[src/rtl/rled_pkg.sv]
// shared types and constants for the rgb led bit encoder
// no dependencies; imported by the front, queue, back and top level
package rled_pkg;

  localparam int unsigned CHAN_W        = 8;
  localparam int unsigned BRIGHT_W      = 7;
  localparam int unsigned CFG_DATA_W    = 16;
  localparam int unsigned CFG_INDEX_W   = 2;
  localparam int unsigned SUM_W         = 15;  // c*p+50 stays below 25600
  localparam int unsigned RECIP_W       = 13;
  localparam int unsigned PROD_W        = SUM_W + RECIP_W;
  localparam int unsigned BITS_PER_LED  = 3 * CHAN_W;
  localparam int unsigned CNT_W         = $clog2(BITS_PER_LED);
  localparam int unsigned QUEUE_DEPTH   = 2;
  localparam int unsigned QUEUE_PTR_W   = $clog2(QUEUE_DEPTH);
  localparam int unsigned QUEUE_CNT_W   = QUEUE_PTR_W + 1;

  localparam logic [BRIGHT_W-1:0] PERCENT_FULL = 7'd100;
  localparam logic [SUM_W-1:0]    ROUND_HALF   = 15'd50;
  // x/100 == (x*5243)>>19 for every x below 43690
  localparam logic [RECIP_W-1:0]  RECIP_100    = 13'd5243;
  localparam int unsigned         RECIP_SHIFT  = 19;

  localparam logic [CNT_W-1:0] LAST_SLOT = CNT_W'(BITS_PER_LED - 1);

  localparam logic [CFG_INDEX_W-1:0] REG_BRIGHTNESS = 2'd0;
  localparam logic [CFG_INDEX_W-1:0] REG_ONE_CODE   = 2'd1;
  localparam logic [CFG_INDEX_W-1:0] REG_ZERO_CODE  = 2'd2;

  localparam logic [BRIGHT_W-1:0]   RST_BRIGHTNESS = 7'd100;
  localparam logic [CFG_DATA_W-1:0] RST_ONE_CODE   = 16'd58;
  localparam logic [CFG_DATA_W-1:0] RST_ZERO_CODE  = 16'd29;

  typedef struct packed {
    logic [CHAN_W-1:0] green;
    logic [CHAN_W-1:0] red;
    logic [CHAN_W-1:0] blue;
    logic              last_led;
  } led_t;

  typedef struct packed {
    logic [CFG_DATA_W-1:0] one_code;
    logic [CFG_DATA_W-1:0] zero_code;
  } codes_t;

endpackage

[src/rtl/rled_front.sv]
// front end: accepts an led item and scales each channel by the brightness
// a registered product plus rounding, then a combinational reciprocal divide; uses rled_pkg
module rled_front (
  input  logic                          clk,
  input  logic                          rst,
  input  logic                          in_valid,
  output logic                          in_ready,
  input  logic [rled_pkg::CHAN_W-1:0]   red,
  input  logic [rled_pkg::CHAN_W-1:0]   green,
  input  logic [rled_pkg::CHAN_W-1:0]   blue,
  input  logic                          last_led,
  input  logic [rled_pkg::BRIGHT_W-1:0] brightness,
  output logic                          push,
  output rled_pkg::led_t                push_item,
  input  logic                          queue_full
);
  import rled_pkg::*;

  logic [BRIGHT_W-1:0] pct;
  logic                s1_valid;
  logic [SUM_W-1:0]    s1_green;
  logic [SUM_W-1:0]    s1_red;
  logic [SUM_W-1:0]    s1_blue;
  logic                s1_last;
  logic [PROD_W-1:0]   q_green;
  logic [PROD_W-1:0]   q_red;
  logic [PROD_W-1:0]   q_blue;

  assign pct = (brightness > PERCENT_FULL) ? PERCENT_FULL : brightness;

  assign push     = s1_valid && !queue_full;
  assign in_ready = !s1_valid || !queue_full;

  always_ff @(posedge clk) begin
    if (rst) begin
      s1_valid <= 1'b0;
    end else if (in_ready) begin
      s1_valid <= in_valid;
    end
  end

  always_ff @(posedge clk) begin
    if (in_ready && in_valid) begin
      s1_green <= SUM_W'(green * pct) + ROUND_HALF;
      s1_red   <= SUM_W'(red * pct) + ROUND_HALF;
      s1_blue  <= SUM_W'(blue * pct) + ROUND_HALF;
      s1_last  <= last_led;
    end
  end

  // divide by a hundred through the reciprocal
  assign q_green = PROD_W'(s1_green) * PROD_W'(RECIP_100);
  assign q_red   = PROD_W'(s1_red) * PROD_W'(RECIP_100);
  assign q_blue  = PROD_W'(s1_blue) * PROD_W'(RECIP_100);

  always_comb begin
    push_item.green    = q_green[RECIP_SHIFT +: CHAN_W];
    push_item.red      = q_red[RECIP_SHIFT +: CHAN_W];
    push_item.blue     = q_blue[RECIP_SHIFT +: CHAN_W];
    push_item.last_led = s1_last;
  end

endmodule

[src/rtl/rled_queue.sv]
// short queue of scaled led items between the front and back ends
// uses rled_pkg for the item type and depth
module rled_queue (
  input  logic           clk,
  input  logic           rst,
  input  logic           push,
  input  rled_pkg::led_t push_item,
  output logic           full,
  input  logic           pop,
  output logic           empty,
  output rled_pkg::led_t head
);
  import rled_pkg::*;

  led_t                   mem [QUEUE_DEPTH];
  logic [QUEUE_PTR_W-1:0] wr_ptr;
  logic [QUEUE_PTR_W-1:0] rd_ptr;
  logic [QUEUE_CNT_W-1:0] count;

  assign full  = (count == QUEUE_CNT_W'(QUEUE_DEPTH));
  assign empty = (count == '0);
  assign head  = mem[rd_ptr];

  always_ff @(posedge clk) begin
    if (rst) begin
      wr_ptr <= '0;
      rd_ptr <= '0;
      count  <= '0;
    end else begin
      if (push) begin
        wr_ptr <= wr_ptr + 1'b1;
      end
      if (pop) begin
        rd_ptr <= rd_ptr + 1'b1;
      end
      if (push && !pop) begin
        count <= count + 1'b1;
      end else if (pop && !push) begin
        count <= count - 1'b1;
      end
    end
  end

  always_ff @(posedge clk) begin
    if (push) begin
      mem[wr_ptr] <= push_item;
    end
  end

`ifndef NO_ASSERTIONS
  a_no_push_full: assert property (@(posedge clk) disable iff (rst) !(push && full))
    else $error("push into a full queue");
  a_no_pop_empty: assert property (@(posedge clk) disable iff (rst) !(pop && empty))
    else $error("pop from an empty queue");
`endif

endmodule

[src/rtl/rled_back.sv]
// back end: serialises the queue head into 24 codes, green red blue, msb first
// registered output stage; uses rled_pkg
module rled_back #(
  parameter int unsigned CODE_WIDTH = 16
) (
  input  logic                  clk,
  input  logic                  rst,
  input  logic                  empty,
  input  rled_pkg::led_t        head,
  output logic                  pop,
  input  rled_pkg::codes_t      codes,
  output logic                  out_valid,
  input  logic                  out_ready,
  output logic [CODE_WIDTH-1:0] pulse_code,
  output logic                  led_done,
  output logic                  frame_end
);
  import rled_pkg::*;

  logic [CNT_W-1:0]        slot;
  logic [BITS_PER_LED-1:0] grb;
  logic [CNT_W-1:0]        bit_idx;
  logic                    load;
  logic                    cur_bit;

  assign grb     = {head.green, head.red, head.blue};
  assign bit_idx = LAST_SLOT - slot;
  assign cur_bit = grb[bit_idx];
  assign load    = (!out_valid || out_ready) && !empty;
  assign pop     = load && (slot == LAST_SLOT);

  always_ff @(posedge clk) begin
    if (rst) begin
      out_valid <= 1'b0;
      slot      <= '0;
    end else if (load) begin
      out_valid <= 1'b1;
      slot      <= (slot == LAST_SLOT) ? '0 : slot + 1'b1;
    end else if (out_ready) begin
      out_valid <= 1'b0;
    end
  end

  always_ff @(posedge clk) begin
    if (load) begin
      pulse_code <= cur_bit ? codes.one_code[CODE_WIDTH-1:0]
                            : codes.zero_code[CODE_WIDTH-1:0];
      led_done   <= (slot == LAST_SLOT);
      frame_end  <= (slot == LAST_SLOT) && head.last_led;
    end
  end

`ifndef NO_ASSERTIONS
  a_slot_range: assert property (@(posedge clk) disable iff (rst) slot <= LAST_SLOT)
    else $error("slot counter out of range");
  a_frame_on_done: assert property (@(posedge clk) disable iff (rst)
      out_valid && frame_end |-> led_done)
    else $error("frame end without led done");
  a_wrap_after_pop: assert property (@(posedge clk) disable iff (rst)
      pop |=> slot == '0)
    else $error("slot counter did not wrap after the last code");
`endif

endmodule

[src/rtl/rgb_led_bit_encoder.sv]
// top level of the rgb led bit encoder: configuration registers plus front,
// queue and back ends; depends on rled_pkg, rled_front, rled_queue, rled_back
//
//  channel  handshake             payload
//  -------  --------------------  ----------------------------------
//  in       in_valid / in_ready   red, green, blue, last_led
//  out      out_valid / out_ready pulse_code, led_done, frame_end
//  cfg      cfg_we                cfg_index, cfg_data
//
// each led item gives 24 codes, one per cycle while out_ready is high
// and the queue is not empty; a low out_ready holds the current code
// an accepted item passes the front register and the queue memory
// synchronous reset loads brightness 100, one code 58, zero code 29
// the queue lets the front take items while the output stalls
module rgb_led_bit_encoder #(
  parameter int unsigned CODE_WIDTH = 16
) (
  input  logic                             clk,
  input  logic                             rst,
  input  logic                             in_valid,
  output logic                             in_ready,
  input  logic [rled_pkg::CHAN_W-1:0]      red,
  input  logic [rled_pkg::CHAN_W-1:0]      green,
  input  logic [rled_pkg::CHAN_W-1:0]      blue,
  input  logic                             last_led,
  output logic                             out_valid,
  input  logic                             out_ready,
  output logic [CODE_WIDTH-1:0]            pulse_code,
  output logic                             led_done,
  output logic                             frame_end,
  input  logic                             cfg_we,
  input  logic [rled_pkg::CFG_INDEX_W-1:0] cfg_index,
  input  logic [rled_pkg::CFG_DATA_W-1:0]  cfg_data
);
  import rled_pkg::*;

  logic [BRIGHT_W-1:0] brightness;
  codes_t              codes;
  logic                push;
  led_t                push_item;
  logic                queue_full;
  logic                queue_empty;
  logic                pop;
  led_t                head;

  always_ff @(posedge clk) begin
    if (rst) begin
      brightness      <= RST_BRIGHTNESS;
      codes.one_code  <= RST_ONE_CODE;
      codes.zero_code <= RST_ZERO_CODE;
    end else if (cfg_we) begin
      case (cfg_index)
        REG_BRIGHTNESS: brightness      <= cfg_data[BRIGHT_W-1:0];
        REG_ONE_CODE:   codes.one_code  <= cfg_data;
        REG_ZERO_CODE:  codes.zero_code <= cfg_data;
        default: ;
      endcase
    end
  end

  rled_front u_front (
    .clk        (clk),
    .rst        (rst),
    .in_valid   (in_valid),
    .in_ready   (in_ready),
    .red        (red),
    .green      (green),
    .blue       (blue),
    .last_led   (last_led),
    .brightness (brightness),
    .push       (push),
    .push_item  (push_item),
    .queue_full (queue_full)
  );

  rled_queue u_queue (
    .clk       (clk),
    .rst       (rst),
    .push      (push),
    .push_item (push_item),
    .full      (queue_full),
    .pop       (pop),
    .empty     (queue_empty),
    .head      (head)
  );

  rled_back #(
    .CODE_WIDTH (CODE_WIDTH)
  ) u_back (
    .clk        (clk),
    .rst        (rst),
    .empty      (queue_empty),
    .head       (head),
    .pop        (pop),
    .codes      (codes),
    .out_valid  (out_valid),
    .out_ready  (out_ready),
    .pulse_code (pulse_code),
    .led_done   (led_done),
    .frame_end  (frame_end)
  );

endmodule

[config.mk]
export PLATFORM = sky130hd
export DESIGN_NAME = rgb_led_bit_encoder
export DESIGN_NICKNAME = d
export VERILOG_FILES = /design/src/rtl/rled_pkg.sv /design/src/rtl/rled_front.sv /design/src/rtl/rled_queue.sv /design/src/rtl/rled_back.sv /design/src/rtl/rgb_led_bit_encoder.sv
export SDC_FILE = /design/constraint.sdc
export NUM_CORES = 1
export LEC_CHECK = 0
export ABC_AREA = 1
export CAP_MARGIN = 20
export CORE_AREA = 2 2 238 240
export DETAILED_ROUTE_END_ITERATION = 7
export DIE_AREA = 0 0 240 242
export DONT_BUFFER_PORTS = 1
export PLACE_DENSITY_LB_ADDON = 0.05
export SYNTH_ARGS = -nofsm -noshare
export SYNTH_HDL_FRONTEND = slang
export SYNTH_HIERARCHICAL = 1
export SYNTH_SLANG_ARGS = --single-unit
[constraint.sdc]
create_clock -name clk -period 9 [get_ports clk]
set_input_delay 2.25 -clock clk [delete_from_list [all_inputs] [get_ports clk]]
set_output_delay 2.25 -clock clk [all_outputs]
set_load 0.05 [all_outputs]
==> results of run 1 <==
-- sequential cells by signal, indices dropped and copies added (netlist names), named ones only --
register           flops
u_queue/mem           50
codes                 32
u_back/pulse_code     16
u_front/s1_blue       15
u_front/s1_green      15
u_front/s1_red        15
brightness             7
u_back/slot            5
u_queue/count          2
u_back/frame_end       1
u_back/led_done        1
u_back/out_valid       1
u_front/s1_last        1
u_front/s1_valid       1
u_queue/rd_ptr         1
u_queue/wr_ptr         1
-- per-stage QoR --
stage,util,instances
floorplan,-,2910
global placement,0.453,3612
detailed placement,0.454,3613
CTS,0.465,3645
global route,0.465,3645
finish,0.465,3645
-- placed cells by master (no fill, tap or decap), drive strengths merged, types with 4 or more instances in the layout --
cell type / synthesis / layout
nor2: 241 / 241
ha: 393 / 393
edfxtp: 114 / 114
xor2: 21 / 21
nand3: 136 / 136
o21bai: 13 / 13
nand2: 536 / 536
a21boi: 7 / 7
nor3: 25 / 25
xnor2: 20 / 20
buf: 56 / 9
mux2: 25 / 25
a31oi: 4 / 4
a21o: 9 / 9
o21ai: 39 / 39
o21a: 4 / 4
dfxtp: 51 / 51
nand4: 24 / 24
fa: 303 / 303
inv: 766 / 775
clkinv: 2 / 8
a21oi: 95 / 95
or2: 5 / 5
o2111ai: 5 / 5
clkbuf: 6 / 17
-- how the worst max path moves through the flow --
stage                             start                    to  slack (ns)  depth (start not counted)
after floorplan                green[5]  u_front/s1_green[11]        3.35                         14
after global placement           red[6]    u_front/s1_red[12]        3.17                         14
after detailed placement       green[4]  u_front/s1_green[11]        3.13                         14
after CTS                 brightness[6]   u_front/s1_blue[11]        3.42                         19
after global routing      brightness[5]   u_front/s1_blue[11]        2.98                         19
final                     brightness[5]    u_front/s1_red[11]        3.43                         18
-- metal layers --
layer,track usage,wire (um),up-vias
li1,-,-,8844
met1,0.282,27100,8267
met2,0.327,25500,237
met3,0.0363,2420,40
met4,0.0427,679,0
met5,0,0,-
-- cell families (layout without fill, tap and decap cells) --
logic type	Yosys count	count (layout)	synth area share
simple gates	975	975	0.170
buf+inv	830	809	0.137
fa+ha+maj	696	696	0.444
compound gates	178	178	0.0406
flops	165	165	0.179
xor+xnor	41	41	0.0145
mux	25	25	0.0144
-- area by class of cell --
type / instances / area [um2]
fillers: 5560 / 29800
multi-input cells: 1915 / 16900
well taps: 756 / 946
inverters: 768 / 2880
clock inverters: 15 / 175
repair buffers: 9 / 87.6
flip-flops and latches: 165 / 4440
clock buffers: 17 / 425
==> metrics.md, run 1 <==
| Metric | Value |
|---|---|
| Largest cells by area after synthesis | fa_1, ha_1, edfxtp_1 |
| Total gr overflow | 0 |
| CTS max path bufs | 2 |
| WL final | 55.7 mm |
| Port-buffer cells | 0 |
| CP delay by family, top | adder cells |
| CTS Buf Count | 17 |
| Yosys cell types | 47 |
| Antenna-violating nets left | 0 |
| Hold Buf Count CTS | 0 |
| Core ar. | 0.0557 mm2 |
| Hold Vio Cnt, Final | 0 |
| Hpwl dp | 47.3 mm |
| Worst R2R Path Depth | 18 |
| Cell row count | 87 |
| Vias post-DR | 17388 |
| Clock Pin Slew Worst Setup and Hold Paths | 0.07 ns |
| Synth top cells by count | inv_1, nand2_1, ha_1 |
| Critical-path cell list | buf_4, and3_1, inv_1, nand2_1, inv_1, nand2_1, fa_1, fa_1, inv_1, fa_1, inv_1, fa_1, inv_1, ha_1, inv_1, o31ai_1, a21oi_1, xnor2_1 |
| Max Cap Viol | 0 |
| Starting Density | 0.444 |
| CP max FO | 26 |
| Die area | 0.0581 mm2 |
| Worst setup EP type | register |
| Reg2reg start | brightness[5] |
| Arr. time, crit path | 5.79 ns |
| CTS Root Cell | clkbuf_16 |
| Nets | approximately 3600 |
| Minimum clock period | 5.57 ns |
| Residual DRC | 0 |
| CTS H-tree depth | 4 |
| Synth area leader | fa_1 |
| Yosys warns | 6 |
| Min-Delay Path Class | register to register |
| Syn avg cell area | 8.51 um2 |
| Drt pass-1 iters | 5 |
| Ant diodes | 0 |
| P&R area growth vs syn | 4.59% |
| Hold path start | u_front/s1_last |
| Crit-path slowest cell | nand2_1 |
| Synthesized flop and latch total | 165 |
| Worst Setup Start Kind | register |
| Largest net degree at the start of global routing | 47 |
| Worst r2r dst | u_front/s1_red[11] |
| Initial antenna violation count | 0 |
| Die Span Y | approximately 240 um |
| Final setup margin | 3.43 ns |
| Primary FF master, synth | edfxtp_1 |
| Vias in the first global route | 18197 |
| Period Utilization, post-route | 0.618 |
| Clock Sinks | 165 |
| Hold Path Depth | 0 |
| Routed len/inst | 15.3 um |
| Status | complete, no violations |
| Post-Synthesis Cells | 2910 |
| Unrepaired setup endpoints after global routing | false |
| Finished layout cell area | approximately 0.026 mm2 |
| Final RePlAce weighted congestion | 0.893 |
| Final Max Slew Viols | 0 |
| Dpl ws | 3.13 ns |
| Post-synth ARST share | 0 |
| Number of enable flip-flop cells after synthesis | around 110 |
| Normalized max-slew margin | 0.334 |
| Area fraction of the dominant cell type after synthesis | 0.245 |
| Crit path largest cell delay | 0.67 ns |
| Max Clock Freq | 0.180 GHz |
| Cell Area, Synth | 0.0248 mm2 |
| CTS tree | built |
| Final Skew | 0.0207 ns |
| R2r setup slk | 3.43 ns |
| CP Class | register to register |
| Resize count post-CTS | 0 |
| Syn nets | 3654 |
| Worst-Margin Slew | 0.998 ns |
| Combined buffer and inverter count along the critical path | 7 |
| Vias/cell | around 4.8 |
| Setup TNS Final | 0 ns |
| Initial drt markers | 706 |
| Die Wd | 240 um |
| Most common cell in the netlist | inv_1 |
| Post-CTS Setup Inserts | 0 |
| Share of layout cells above drive strength 1 | 0.0495 |
| Req. time, crit path | 9.22 ns |
| Skew-Pair Late Insertion Delay | 0.48 ns |
| Fin Hold WS | 0.479 ns |
| First-pass GRT wire length | 92.8 mm |
| Sequential share of the synthesized area | 0.179 |
| Placed cell area | 0.0253 mm2 |
| Top-Level Pins | 68 |
| Worst hold endpoint | u_queue/mem[0][0] |
| Most common cell on crit path | inv_1 |
| Setup violators final | 0 |
| Gr usage total | 0.202 |
Power of run 1 is not shown: default switching activity piles up to over one toggle a cycle in this logic, so the estimate is an artifact.
==> run 2: changes to the inputs <==
==> constraint.sdc (replaced) <==
create_clock -name clk -period 5.8 [get_ports clk]
set_input_delay 1.45 -clock clk [delete_from_list [all_inputs] [get_ports clk]]
set_output_delay 1.45 -clock clk [all_outputs]
set_load 0.05 [all_outputs]
==> metrics.md, run 2 (same netlist as run 1, synthesis figures left out) <==
| Metric | Value |
|---|---|
| CTS max path bufs | 2 (unchanged) |
| Starting Density | 0.444 (unchanged) |
| Total gr overflow | 0 (unchanged) |
| Core ar. | 0.0557 mm2 (unchanged) |
| Nets | 3623 (+0.083%) |
| Drt pass-1 iters | 5 (unchanged) |
| Setup TNS Final | 0 ns (unchanged) |
| P&R area growth vs syn | 4.68% (about the same) |
| Hold Buf Count CTS | 0 (unchanged) |
| Residual DRC | 0 (unchanged) |
| # placed instances | 3616 (+0.083%) |
| Initial drt markers | 764 (+8.2%) |
| Die Wd | 240 um (unchanged) |
| Top-Level Pins | 68 (unchanged) |
| Clock Sinks | 165 (unchanged) |
| Area of the multi-input gates | 0.0169 mm2 (unchanged) |
| Antenna-violating nets left | 0 (unchanged) |
| Worst R2R Path Depth | 20 (+2) |
| Normalized max-slew margin | 0.308 (-0.0268) |
| CTS tree | built |
| CTS H-tree depth | 4 (unchanged) |
| Largest net degree at the start of global routing | 47 (unchanged) |
| Share of layout cells above drive strength 1 | 0.0505 (+0.000986) |
| Die Span Y | 242 um (unchanged) |
| Setup violators final | 0 (unchanged) |
| Routed len/inst | 15.4 um (+0.65%) |
| Final Max Slew Viols | 0 (unchanged) |
| Max Clock Freq | 0.198 GHz (+10%) |
| Hpwl dp | 48.0 mm (+1.4%) |
| Vias post-DR | 17385 (-0.017%) |
| Die area | 0.0581 mm2 (unchanged) |
| Worst Setup Start Kind | register |
| Unrepaired setup endpoints after global routing | false |
| Period Utilization, post-route | 0.872 (+0.254) |
| Status | complete, no violations |
| Skew-Pair Late Insertion Delay | 0.48 ns (about the same) |
| WL final | 56.1 mm (+0.74%) |
| FF/Latch Area | 0.00444 mm2 (unchanged) |
| CP max FO | 16 (-38%) |
| Initial antenna violation count | 1 (+1) |
| Most frequent cells in the layout | inv_1, nand2_1, ha_1 |
| Largest reg by FF count | u_queue/mem |
| Max Cap Viol | 0 (unchanged) |
| CTS Buf Count | 17 (unchanged) |
| Resize count post-CTS | 0 (unchanged) |
| Worst setup EP type | register |
| Ant diodes | 0 (unchanged) |
| CP Class | register to register |
| Max FFs per register | 50 (unchanged) |
| Arr. time, crit path | 5.28 ns (-0.51 ns) |
| Gr usage total | 0.202 (about the same) |
| CTS Root Cell | clkbuf_16 |
| Port-buffer cells | 0 (unchanged) |
| Hold Path Depth | 0 (unchanged) |
| Hold Vio Cnt, Final | 0 (unchanged) |
| Biggest regs | u_queue/mem (50), codes (32), u_back/pulse_code (16) |
| Clock Pin Slew Worst Setup and Hold Paths | 0.07 ns (about the same) |
| Layout filler cell count | 5586 (+0.47%) |
| Final RePlAce weighted congestion | 0.939 (+5.1%) |
| Worst-Margin Slew | 1.03 ns (+0.0364 ns) |
| Req. time, crit path | 6.02 ns (-3.20 ns) |
| Most common cell after layout, fill and taps aside | inv_1 |
| Layout Cells excl Fill | 3648 (+0.082%) |
| Post-CTS Setup Inserts | 0 (unchanged) |
| Vias/cell | 4.77 (about the same) |
| Minimum clock period | 5.06 ns (-0.506 ns) |
| Cell row count | 87 (unchanged) |
| First-pass GRT wire length | 92.5 mm (-0.33%) |
| Vias in the first global route | 17978 (-1.2%) |
| Min-Delay Path Class | register to register |
| Final Skew | 0.0181 ns (-0.00262 ns) |
## run 2: metrics by stage
step | hold WS, ns | worst slack [ns] | util | area (um2)
after floorplan | 0.424 | 0.953 | - | 24800
after global placement | 0.450 | 0.789 | 0.454 | 25300
after detailed placement | 0.445 | 0.774 | 0.454 | 25300
after CTS | 0.472 | 0.752 | 0.465 | 25900
after global routing | 0.485 | 0.375 | 0.465 | 25900
final | 0.466 | 0.740 | 0.465 | 25900
## run 2: layout make-up
type	instances	share of cell area
multi-input combinational	1915	0.653
sequential	165	0.171
inverter	768	0.111
tap	756	0.0365
clock buffer	17	0.0164
clock inverter	15	0.00753
timing repair buffer	12	0.00348
## run 2: final timing paths
kind                          to       startpoint  slack, ns
min reg2reg    u_queue/mem[1][0]  u_front/s1_last       0.47
min            u_queue/mem[1][0]  u_front/s1_last       0.47
max reg2reg  u_front/s1_blue[11]    brightness[4]       0.74
max          u_front/s1_blue[11]    brightness[4]       0.74
## run 2: critical path, stage by stage (launching register included)
cell	delay [ns]
dfxtp_1	0.37
nor2_1	0.08
nand2_1	0.06
and3_1	0.19
inv_1	0.09
nand2_2	0.33
clkinv_1	0.40
nand2_1	0.19
fa_1	0.42
fa_1	0.50
inv_1	0.05
fa_1	0.47
inv_1	0.05
fa_1	0.47
inv_1	0.04
ha_1	0.34
a21oi_1	0.17
o21ai_0	0.12
a21oi_1	0.22
o21bai_1	0.10
xor2_1	0.14
## run 2: per-layer routing
metal / part of all wire / track usage
met1: 0.49 / 0.280
met3: 0.041 / 0.0390
met2: 0.45 / 0.324
met4: 0.017 / 0.0490
met5: 0.00021 / 0
Power of run 2 is left out for the same reason.
